--- src/rtl/core/mre_pkg.sv ---
// Package for the R-format execute block: funct codes and the structs
// passed between the register file, the execute logic and the top level.
// No dependencies.
package mre_pkg;

  localparam int unsigned XLEN = 32;
  localparam int unsigned RegAddrW = 5;
  localparam int unsigned NumRegs = 32;

  localparam logic [5:0] FnSll  = 6'h00;
  localparam logic [5:0] FnSrl  = 6'h02;
  localparam logic [5:0] FnJr   = 6'h08;
  localparam logic [5:0] FnAdd  = 6'h20;
  localparam logic [5:0] FnAddu = 6'h21;
  localparam logic [5:0] FnSub  = 6'h22;
  localparam logic [5:0] FnSubu = 6'h23;
  localparam logic [5:0] FnAnd  = 6'h24;
  localparam logic [5:0] FnSlt  = 6'h2a;
  localparam logic [5:0] FnSltu = 6'h2b;

  localparam logic [XLEN-1:0] PcStep = 32'd4;

  // Register file write port.
  typedef struct packed {
    logic                en;
    logic [RegAddrW-1:0] idx;
    logic [XLEN-1:0]     data;
  } wr_t;

  // Outcome of one executed instruction.
  typedef struct packed {
    logic                we;
    logic [RegAddrW-1:0] idx;
    logic [XLEN-1:0]     value;
    logic [XLEN-1:0]     npc;
    logic                unknown;
  } exec_res_t;

endpackage

--- src/rtl/core/mips_rtype_execute.sv ---
// Top level of the R-format execute block: operand stage, execute, result register.
// Depends on mre_pkg, mre_regfile and mre_alu.
//
//   channel | signals                                   | direction
//   --------+-------------------------------------------+----------
//   in      | in_valid_i, in_ready_o, instruction_word_i | into block
//   out     | out_valid_o, out_ready_i, write_enable_o,  | out of block
//           | write_index_o, write_value_o, next_pc_o,   |
//           | unknown_funct_o                            |
//
// One instruction per cycle sustained while the output is not held; the register file is
// read as an instruction transfers in, and the instruction executes into the result
// register as it leaves the operand stage.
// The register file write and the pc update happen as an instruction moves into
// the result register; a same-cycle write is forwarded to the next operand read.
// Reset zeroes the pc and marks every register as reading zero, with no sweep.
// While the result register is held, the operand stage holds, and the input
// stalls once the operand stage is also occupied.
module mips_rtype_execute (
  input  logic        clk_i,
  input  logic        rst_ni,
  input  logic        in_valid_i,
  output logic        in_ready_o,
  input  logic [31:0] instruction_word_i,
  output logic        out_valid_o,
  input  logic        out_ready_i,
  output logic        write_enable_o,
  output logic [4:0]  write_index_o,
  output logic [31:0] write_value_o,
  output logic [31:0] next_pc_o,
  output logic        unknown_funct_o
);

  logic                      s1_valid_q, s1_valid_d;
  logic [31:0]               instr_q;
  logic                      out_valid_q, out_valid_d;
  mre_pkg::exec_res_t        res_q;
  mre_pkg::exec_res_t        exec_res;
  logic [mre_pkg::XLEN-1:0]  pc_q;
  logic [mre_pkg::XLEN-1:0]  rs_data, rt_data;
  logic                      in_xfer, advance;
  mre_pkg::wr_t              wr;

  assign advance    = s1_valid_q && (!out_valid_q || out_ready_i);
  assign in_ready_o = !s1_valid_q || advance;
  assign in_xfer    = in_valid_i && in_ready_o;

  assign wr.en   = advance && exec_res.we;
  assign wr.idx  = exec_res.idx;
  assign wr.data = exec_res.value;

  mre_regfile u_regfile (
    .clk_i     (clk_i),
    .rst_ni    (rst_ni),
    .rd_en_i   (in_xfer),
    .rs_i      (instruction_word_i[25:21]),
    .rt_i      (instruction_word_i[20:16]),
    .wr_i      (wr),
    .rs_data_o (rs_data),
    .rt_data_o (rt_data)
  );

  mre_alu u_alu (
    .funct_i (instr_q[5:0]),
    .shamt_i (instr_q[10:6]),
    .rd_i    (instr_q[15:11]),
    .a_i     (rs_data),
    .b_i     (rt_data),
    .pc_i    (pc_q),
    .res_o   (exec_res)
  );

  always_comb begin
    s1_valid_d = s1_valid_q;
    if (in_xfer) begin
      s1_valid_d = 1'b1;
    end else if (advance) begin
      s1_valid_d = 1'b0;
    end
    out_valid_d = out_valid_q;
    if (advance) begin
      out_valid_d = 1'b1;
    end else if (out_ready_i) begin
      out_valid_d = 1'b0;
    end
  end

  always_ff @(posedge clk_i or negedge rst_ni) begin
    if (!rst_ni) begin
      s1_valid_q  <= 1'b0;
      out_valid_q <= 1'b0;
      pc_q        <= '0;
    end else begin
      s1_valid_q  <= s1_valid_d;
      out_valid_q <= out_valid_d;
      if (advance) begin
        pc_q <= exec_res.npc;
      end
    end
  end

  always_ff @(posedge clk_i) begin
    if (in_xfer) begin
      instr_q <= instruction_word_i;
    end
    if (advance) begin
      res_q <= exec_res;
    end
  end

  assign out_valid_o     = out_valid_q;
  assign write_enable_o  = res_q.we;
  assign write_index_o   = res_q.idx;
  assign write_value_o   = res_q.value;
  assign next_pc_o       = res_q.npc;
  assign unknown_funct_o = res_q.unknown;

  a_pc_tracks_result: assert property (@(posedge clk_i) disable iff (!rst_ni)
    advance |=> (pc_q == res_q.npc))
    else $error("pc differs from the last reported next pc");

  a_no_write_on_unknown: assert property (@(posedge clk_i) disable iff (!rst_ni)
    (exec_res.unknown && s1_valid_q) |-> !exec_res.we)
    else $error("unknown funct would write a register");

  a_held_result: assert property (@(posedge clk_i) disable iff (!rst_ni)
    (out_valid_q && !out_ready_i) |=> (out_valid_q && $stable(res_q)))
    else $error("stalled result changed");

endmodule

--- src/rtl/core/mre_regfile.sv ---
// 32 x 32-bit register file with two registered read ports and one write port.
// Entries read as zero until written; a write in the same cycle is forwarded.
// Depends on mre_pkg.
module mre_regfile (
  input  logic                           clk_i,
  input  logic                           rst_ni,
  input  logic                           rd_en_i,
  input  logic [mre_pkg::RegAddrW-1:0]   rs_i,
  input  logic [mre_pkg::RegAddrW-1:0]   rt_i,
  input  mre_pkg::wr_t                   wr_i,
  output logic [mre_pkg::XLEN-1:0]       rs_data_o,
  output logic [mre_pkg::XLEN-1:0]       rt_data_o
);

  logic [mre_pkg::XLEN-1:0]    mem_q [mre_pkg::NumRegs];
  logic [mre_pkg::NumRegs-1:0] valid_q, valid_d;
  logic [mre_pkg::XLEN-1:0]    mem_a_q, mem_b_q, fwd_data_q;
  logic                        vld_a_q, vld_b_q, fwd_a_q, fwd_b_q;

  always_comb begin
    valid_d = valid_q;
    if (wr_i.en) begin
      valid_d[wr_i.idx] = 1'b1;
    end
  end

  always_ff @(posedge clk_i) begin
    if (wr_i.en) begin
      mem_q[wr_i.idx] <= wr_i.data;
    end
    if (rd_en_i) begin
      mem_a_q    <= mem_q[rs_i];
      mem_b_q    <= mem_q[rt_i];
      fwd_data_q <= wr_i.data;
    end
  end

  always_ff @(posedge clk_i or negedge rst_ni) begin
    if (!rst_ni) begin
      valid_q <= '0;
      vld_a_q <= 1'b0;
      vld_b_q <= 1'b0;
      fwd_a_q <= 1'b0;
      fwd_b_q <= 1'b0;
    end else begin
      valid_q <= valid_d;
      if (rd_en_i) begin
        vld_a_q <= valid_q[rs_i];
        vld_b_q <= valid_q[rt_i];
        // The array still holds the old value at this edge, so a write to the
        // same register is taken from the write port instead.
        fwd_a_q <= wr_i.en && (wr_i.idx == rs_i);
        fwd_b_q <= wr_i.en && (wr_i.idx == rt_i);
      end
    end
  end

  assign rs_data_o = fwd_a_q ? fwd_data_q : (vld_a_q ? mem_a_q : '0);
  assign rt_data_o = fwd_b_q ? fwd_data_q : (vld_b_q ? mem_b_q : '0);

  a_no_zero_write: assert property (@(posedge clk_i) disable iff (!rst_ni)
    wr_i.en |-> (wr_i.idx != '0))
    else $error("register zero was written");

  a_zero_reads_zero: assert property (@(posedge clk_i) disable iff (!rst_ni)
    !valid_q[0])
    else $error("register zero marked as written");

  a_write_marks_valid: assert property (@(posedge clk_i) disable iff (!rst_ni)
    wr_i.en |=> valid_q[$past(wr_i.idx)])
    else $error("written register not marked valid");

  a_forward_rs: assert property (@(posedge clk_i) disable iff (!rst_ni)
    (rd_en_i && wr_i.en && (wr_i.idx == rs_i)) |=> (rs_data_o == $past(wr_i.data)))
    else $error("same-cycle write not forwarded to rs");

endmodule

--- src/rtl/core/mre_alu.sv ---
// Execute logic: decodes funct and computes the result, write enable and next pc.
// Purely combinational. Depends on mre_pkg.
module mre_alu (
  input  logic [5:0]                     funct_i,
  input  logic [4:0]                     shamt_i,
  input  logic [mre_pkg::RegAddrW-1:0]   rd_i,
  input  logic [mre_pkg::XLEN-1:0]       a_i,
  input  logic [mre_pkg::XLEN-1:0]       b_i,
  input  logic [mre_pkg::XLEN-1:0]       pc_i,
  output mre_pkg::exec_res_t             res_o
);

  logic [mre_pkg::XLEN-1:0] value;
  logic [mre_pkg::XLEN-1:0] npc;
  logic                     arith;
  logic                     unknown;

  always_comb begin
    value   = '0;
    npc     = pc_i + mre_pkg::PcStep;
    arith   = 1'b1;
    unknown = 1'b0;
    unique case (funct_i) inside
      mre_pkg::FnAdd, mre_pkg::FnAddu: value = a_i + b_i;
      mre_pkg::FnSub, mre_pkg::FnSubu: value = a_i - b_i;
      mre_pkg::FnAnd:  value = a_i & b_i;
      mre_pkg::FnSlt:  value = {31'd0, ($signed(a_i) < $signed(b_i))};
      mre_pkg::FnSltu: value = {31'd0, (a_i < b_i)};
      mre_pkg::FnSll:  value = b_i << shamt_i;
      mre_pkg::FnSrl:  value = b_i >> shamt_i;
      mre_pkg::FnJr: begin
        arith = 1'b0;
        npc   = a_i;
      end
      default: begin
        arith   = 1'b0;
        unknown = 1'b1;
      end
    endcase
  end

  assign res_o.we      = arith && (rd_i != '0);
  assign res_o.idx     = rd_i;
  assign res_o.value   = value;
  assign res_o.npc     = npc;
  assign res_o.unknown = unknown;

endmodule

--- config.mk ---
export PLATFORM = sky130hd
export DESIGN_NAME = mips_rtype_execute
export DESIGN_NICKNAME = d
export VERILOG_FILES = /design/src/rtl/core/mre_pkg.sv /design/src/rtl/core/mips_rtype_execute.sv /design/src/rtl/core/mre_regfile.sv /design/src/rtl/core/mre_alu.sv
export SDC_FILE = /design/constraint.sdc
export NUM_CORES = 2
export LEC_CHECK = 0
export BUFFER_PORTS_ARGS = -buffer_cell sky130_fd_sc_hd__buf_2
export CAP_MARGIN = 20
export CORE_ASPECT_RATIO = 2
export CORE_MARGIN = 5
export CORE_UTILIZATION = 25
export CTS_CLUSTER_DIAMETER = 80
export DETAILED_ROUTE_END_ITERATION = 7
export GPL_ROUTABILITY_DRIVEN = 0
export PLACE_DENSITY_LB_ADDON = 0.12
export SLEW_MARGIN = 10
export SYNTH_ARGS = -nofsm -noshare
export SYNTH_HDL_FRONTEND = slang
export SYNTH_HIERARCHICAL = 1
export SYNTH_SLANG_ARGS = --single-unit
--- constraint.sdc ---
create_clock -name clk_i -period 6.9 [get_ports clk_i]
set_clock_uncertainty 0.15 [all_clocks]
set_input_delay 0.69 -clock clk_i [delete_from_list [all_inputs] [get_ports clk_i]]
set_output_delay 0.69 -clock clk_i [all_outputs]
set_load 0.02 [all_outputs]
Word-level counts from Yosys, hierarchy flattened

Memories as Yosys holds them, arrays and structs flattened. A register that Yosys moved wholly into a read port is not among the register bits.
Index checks and enable logic that the tools add are counted.

Order comparisons: 6
Reductions and logical operators: 19
Add/sub/neg operators: 3
Eq/ne operators: 11
Muxes and demuxes: 20
Shift-type cells: 2
Bitwise gates (word level): 2

Operators with widths:

| cell                                                                                | count |
|---|---|
| 32-bit case mux with 7 select lines                                                 | 1 |
| 32-bit 2-to-1 mux                                                                   | 5 |
| 32-bit less-than comparator                                                         | 2 |
| 6-bit equality test, second input constant                                          | 7 |
| 32-bit by 3-bit adder with 32-bit output, second input constant                     | 1 |
| 32-bit adder                                                                        | 1 |
| 32-bit bitwise AND                                                                  | 1 |
| 32-bit bitwise OR                                                                   | 1 |
| 32-bit by 5-bit << shifter with 32-bit output                                       | 1 |
| 32-bit by 5-bit right shift with 32-bit output                                      | 1 |
| 32-bit subtractor                                                                   | 1 |
| 5-bit by 6-bit less-than comparator with 1-bit output, second input constant        | 3 |
| 1-bit 2-to-1 mux                                                                    | 11 |
| 1-bit binary-select mux with 5-bit select                                           | 2 |
| 5-bit equality test                                                                 | 2 |
| 10-bit OR reduction                                                                 | 1 |
| 9-bit OR reduction                                                                  | 1 |
| 1-bit logical AND                                                                   | 7 |
| 6-bit by 2-bit equality test with 1-bit output, second input constant               | 1 |
| 6-bit by 4-bit equality test with 1-bit output, second input constant               | 1 |
| 6-bit logical NOT                                                                   | 1 |
| 1-bit demux with 5-bit select                                                       | 1 |
| 5-bit by 1-bit greater-or-equal comparator with 1-bit output, second input constant | 1 |
| 5-bit nonzero test                                                                  | 1 |
| 4 further kinds                                                                     | 8 |

Register bits: 189
Output and inout bits: 73
Input port bits: 36
Memories: 1
Word-level logic and storage cells: 79
RAM bits: 1024

Memory list:

| memory          | words | bits a word | rd ports | clocked after memory_dff | wr ports | RTL line          | source |
|---|---|---|---|---|---|---|---|
| u_regfile.mem_q | 32    | 32          | 2        | 2                        | 1        | mre_regfile.sv:15 | `logic [mre_pkg::XLEN-1:0] mem_q [mre_pkg::NumRegs];` |

Logic depth before layout (Yosys ltp)

Depth after elaboration: 7
Depth in mapped cells: 16

Cells and area by module

The synthesis kept the hierarchy.

By module, submodules not included:

| module             | instances | area each (um^2) | seq. area each (um^2) | cells each |
|---|---|---|---|---|
| mre_regfile        | 1         | 52207.6          | 34533.1               | 2289 |
| mre_alu            | 1         | 7753.7           | 0.0                   | 1184 |
| mips_rtype_execute | 1         | 4027.6           | 3463.3                | 164 |

Least setup slack after synthesis

No wires, ideal clock.

Kind: register -> register
From: register u_regfile.fwd_b_q
To: register u_regfile/fwd_data_q[0] (netlist name), data pin
Buffers on the path: 2
Cell stages (with the launch flop): 17
Setup slack: 1.757 ns
Arrival time: 4.510 ns
Data required time: 6.267 ns
Cell sequence: dfrtp_1 -> clkbuf_1 -> nor2b_1 -> clkbuf_1 -> a22o_1 -> ha_1 -> inv_1 -> fa_1 -> a211oi_1 -> o21ai_1 -> a2bb2oi_1 -> nor4_1 -> o21ai_1 -> nand2_1 -> a21oi_1 -> nor2_1 -> o31ai_1

RTL lines:

| item                     | RTL line          | source |
|---|---|---|
| start: declaration       | mre_regfile.sv:18 | `logic vld_a_q, vld_b_q, fwd_a_q, fwd_b_q;` |
| start signal: assignment | mre_regfile.sv:53 | `fwd_b_q <= wr_i.en && (wr_i.idx == rt_i);` |
| end signal: assignment   | mre_regfile.sv:34 | `fwd_data_q <= wr_i.data;` |
| end: declaration         | mre_regfile.sv:17 | `logic [mre_pkg::XLEN-1:0] mem_a_q, mem_b_q, fwd_data_q;` |

==> impl_metrics.ini <==
[final_layout]
syn2layout_area_growth_pct = 14.70
fill_cells = 25230
post_route_cells_drive_above_1_share = 0.3339
multi_input_comb_area_um2 = 24970
post-route-cell-area_um2 = 73390
sequential_cell_area_um2 = 38000
final_net_count = 3857

[global_routing]
global_route.usage.total = 0.1877
grt_pass1_vias = 40564
grt-ovfl-total = 0
grt_antenna_before_repair = 8
grt_first_pass_wirelength_um = 347400
grt_start_max_net_pins = 104

[detailed_routing]
detailroute.via_count = 37275
post_drt_via_cell_ratio = 5.199
detail_route.drc_violations = 0
dr.pass1.iters = 5
ant_nets = 0
avgRoutedWirePerCell_um = 35.67
drt-total-wl_um = 255800
initial_detailed_routing_violation_count = 2601

[timing]
period_minus_ws_final_ps = 5843
setup_viol = 0
timing.fmax_mhz = 171.1
report.final.slew_viol_count = 0
worst_slew_margin_rel = 0.1494
report.final.hold_viol_count = 0
worst_pin_slew_ps = 1240
post-route-period-util = 0.8468
fin_tns_setup_ps = 0
setup_slack_ps = 1057
rsz0062_at_grt = no

[power_and_ir_drop]
vdd_ir_drop_max_v = 0.0001861
leakage_nw = 23.96
power_density_nw_per_um2 = 255.6
overall_power_consumption_mw = 18.76
comb_power_share = 0.171
power.share.clock = 0.351
power.net_switching_mw = 5.312
power_frac_seq = 0.478
intPower_mw = 13.45
power.share.switching = 0.2831

[die]
fp.dieArea_um2 = 266800
io_pins = 109
initial_core_util = 0.2512
fp-row-count = 262
core_area_um2 = 254700
die_y_um = 725.5
die_w_um = 367.7

[worst_setup_path]
cp_cell_sequence = buf_4 -> a22o_1 -> ha_1 -> inv_1 -> fa_1 -> o21bai_1 -> o211ai_1 -> nand3_1 -> a21oi_1 -> buf_4 -> o31ai_1 -> a2111oi_0 -> o31ai_1 -> xnor2_1 -> o21ai_4 -> buf_4
worst_r2r_startpoint = u_regfile/fwd_b_q$_DFFE_PN0P_
worst_setup_path_end_kind = flip-flop
critical_path_required_ps = 7250
crit_type = reg -> reg
r2r_slack_ps = 1060
reg2reg_depth = 16
path_max_fanout = 34
worst_r2r_endpoint = u_regfile/mem_q[12][28]$_DFFE_PP_
worstSetupEndpoint = u_regfile/mem_q[12][28]$_DFFE_PP_
crit_path_top_delay_cell = o31ai_1
stage_delay_of_the_slowest_cell_on_the_critical_path_ps = 690
crit_path_frequent_cell = buf_4
start_point_of_the_critical_path = u_regfile/fwd_b_q$_DFFE_PN0P_
crit_arrival_ps = 6190
critical_path.startpoint_type = flip-flop

[clock_network]
cts_sink_cnt = 1277
cts_root_buf = clkbuf_16
cts-buffers-inserted = 118
cts-htree-levels = 3
cts_max_path_buffers = 3
worst_skew_pair.late_latency_ps = 760
number_of_resized_instances_in_the_post_cts_repair_step = 0
tritoncts = built
worst_setup_hold_path_clk_slew_ps = 80

[status]
outcome = finished, final reports clean

[logic_synthesis]
ys_seq_area_frac = 0.5938
share_of_synthesized_flip_flops_with_an_asynchronous_set_or_reset = 0.05482
ys_seq_elements = 1277
synth_area_leaders = edfxtp_1 57%, mux4_2 23%, dfrtp_1 2.7%, mux2i_1 1.7%, mux2_2 1.3%
syn_avg_cell_area_um2 = 17.59
synthDistinctLibCells = 86
yosys.area.top_type = edfxtp_1
postSynth.topFlopCell = edfxtp_1
synth_top_area_share = 0.5664
post_synth_instance_area_um2 = 63990
ys_warn_count = 6
synth_fp_nets = 3740
post_synth_inst_count = 3637
post_synth_edffs = 1207

[worst_hold_path]
worst_hold_startpoint = out_ready_i
holdCritPathClass = in -> reg

[flow_run]
cap_viol_max_count = 0

[placed_design]
dp_hpwl_um = 163800
dp_worst_setup_slack_ps = 1261
io_buffer_count = 102
placed_area_um2 = 69420
worst min path at each step:
stage	to	slack (ps)	depth (start not counted)
after floorplan	out_valid_o$_DFFE_PN0P_	240	0
after detailed placement	u_regfile/valid_q[20]$_DFFE_PN0P_	330	1
after global routing	out_valid_o$_DFFE_PN0P_	100	3
after global placement	u_regfile/valid_q[0]$_DFFE_PN0P_	320	1
after CTS	out_valid_o$_DFFE_PN0P_	40	3
final	out_valid_o$_DFFE_PN0P_	110	3
cell usage in the layout (no fill, tap or decap), types with 19 or more instances in the layout:
| cell type | count |
|---|---|
| nor3_1 | 33 |
| ha_1 | 65 |
| a21oi_1 | 137 |
| mux4_2 | 658 |
| clkbuf_16 | 119 |
| mux2_4 | 29 |
| dfrtp_1 | 68 |
| o21ai_1 | 21 |
| edfxtp_1 | 1207 |
| clkinv_1 | 29 |
| inv_1 | 71 |
| a22o_1 | 65 |
| clkinv_2 | 23 |
| o211ai_1 | 19 |
| nor2_4 | 32 |
| o21ai_0 | 87 |
| buf_12 | 32 |
| nand2_1 | 77 |
| nor2_1 | 150 |
| buf_4 | 113 |
| or2_2 | 33 |
| mux2i_1 | 109 |
| mux2_2 | 73 |
| nand3_1 | 40 |
| buf_2 | 93 |
| xnor2_1 | 40 |
| clkbuf_1 | 31 |
| xor2_1 | 21 |
| nand2b_1 | 32 |
synth_stat cells (36+ instances only):
| master | instances |
|---|---|
| dfrtp_1 | 70 |
| o21ai_0 | 87 |
| ha_1 | 65 |
| edfxtp_1 | 1207 |
| mux2i_1 | 109 |
| buf_2 | 64 |
| xnor2_1 | 40 |
| a22o_1 | 65 |
| mux2_2 | 73 |
| mux4_2 | 658 |
| nor2_1 | 182 |
| a21oi_1 | 137 |
| clkbuf_1 | 147 |
| nor3_1 | 36 |
| inv_1 | 72 |
| nand3_1 | 41 |
| nand2_1 | 78 |
per-layer routing:
| layer | track usage | wire length [um] |
|---|---|---|
| met1 | 0.1977 | 89260 |
| met3 | 0.01820 | 7811 |
| met5 | 0 | 0 |
| met2 | 0.3746 | 146700 |
| met4 | 0.07863 | 11960 |
registers in the layout, indices dropped and copies added, names as in the netlist, 5 cells and up:
register	count
u_regfile/mem_a_q	32
write_index_o	5
u_regfile/mem_q	1024
u_regfile/fwd_data_q	32
next_pc_o	32
write_value_o	32
pc_q	32
u_regfile/mem_b_q	32
u_regfile/valid_q	32
instr_q	16
cells by family (layout without fill, tap and decap cells):
family / after synthesis / count (layout) / share of synthesized area
flops: 1277 / 1277 / 0.5938
mux: 869 / 869 / 0.2683
compound gates: 515 / 515 / 0.05418
simple gates: 503 / 503 / 0.03850
buf+inv: 345 / 566 / 0.02354
fa+ha+maj: 67 / 67 / 0.01334
xor+xnor: 61 / 61 / 0.008349
other cells: 0 / 12 / 0
power groups by stage:
stage / clock network, mW / registers (mW) / logic (mW)
after global placement: 0 / 9.14 / 3.21
after CTS: 6.80 / 8.97 / 3.23
after detailed placement: 0 / 9.14 / 3.21
after floorplan: 0 / 9.15 / 1.95
after global routing: 7.07 / 8.99 / 3.39
final: 6.58 / 8.97 / 3.21
per-stage QoR:
step                      hold WS, ps  utilization  std cells
final                           109.1       0.2881       7170
after floorplan                 244.4            -       3637
after detailed placement        327.0       0.2726       6912
after CTS                       43.33       0.2878       7154
after global routing            96.94       0.2881       7163
after global placement          324.4       0.2724       6911
worst max-delay path: cells and delay by family (launching register included):
family | cells | cell delay (ps)
compound gates | 8 | 2540
xor+xnor | 1 | 160
flops | 1 | 390
fa+ha+maj | 2 | 1040
buf+inv | 4 | 1090
simple gates | 1 | 150
layout make-up:
class | instances | area share
Clock buffer | 152 | 0.04253
Antenna cell | 12 | 0.0004091
Multi-Input combinational cell | 2015 | 0.3403
Inverter | 78 | 0.004023
Clock inverter | 72 | 0.008047
Sequential cell | 1277 | 0.5177
Timing Repair Buffer | 264 | 0.03074
Tap cell | 3300 | 0.05626
what timing repair did:
item	4_1_cts	5_1_grt
endpoints found under the hold margin	49	0
hold buffers	18	0
buffers inserted	0	0
Power figures use the tool's default switching activity.
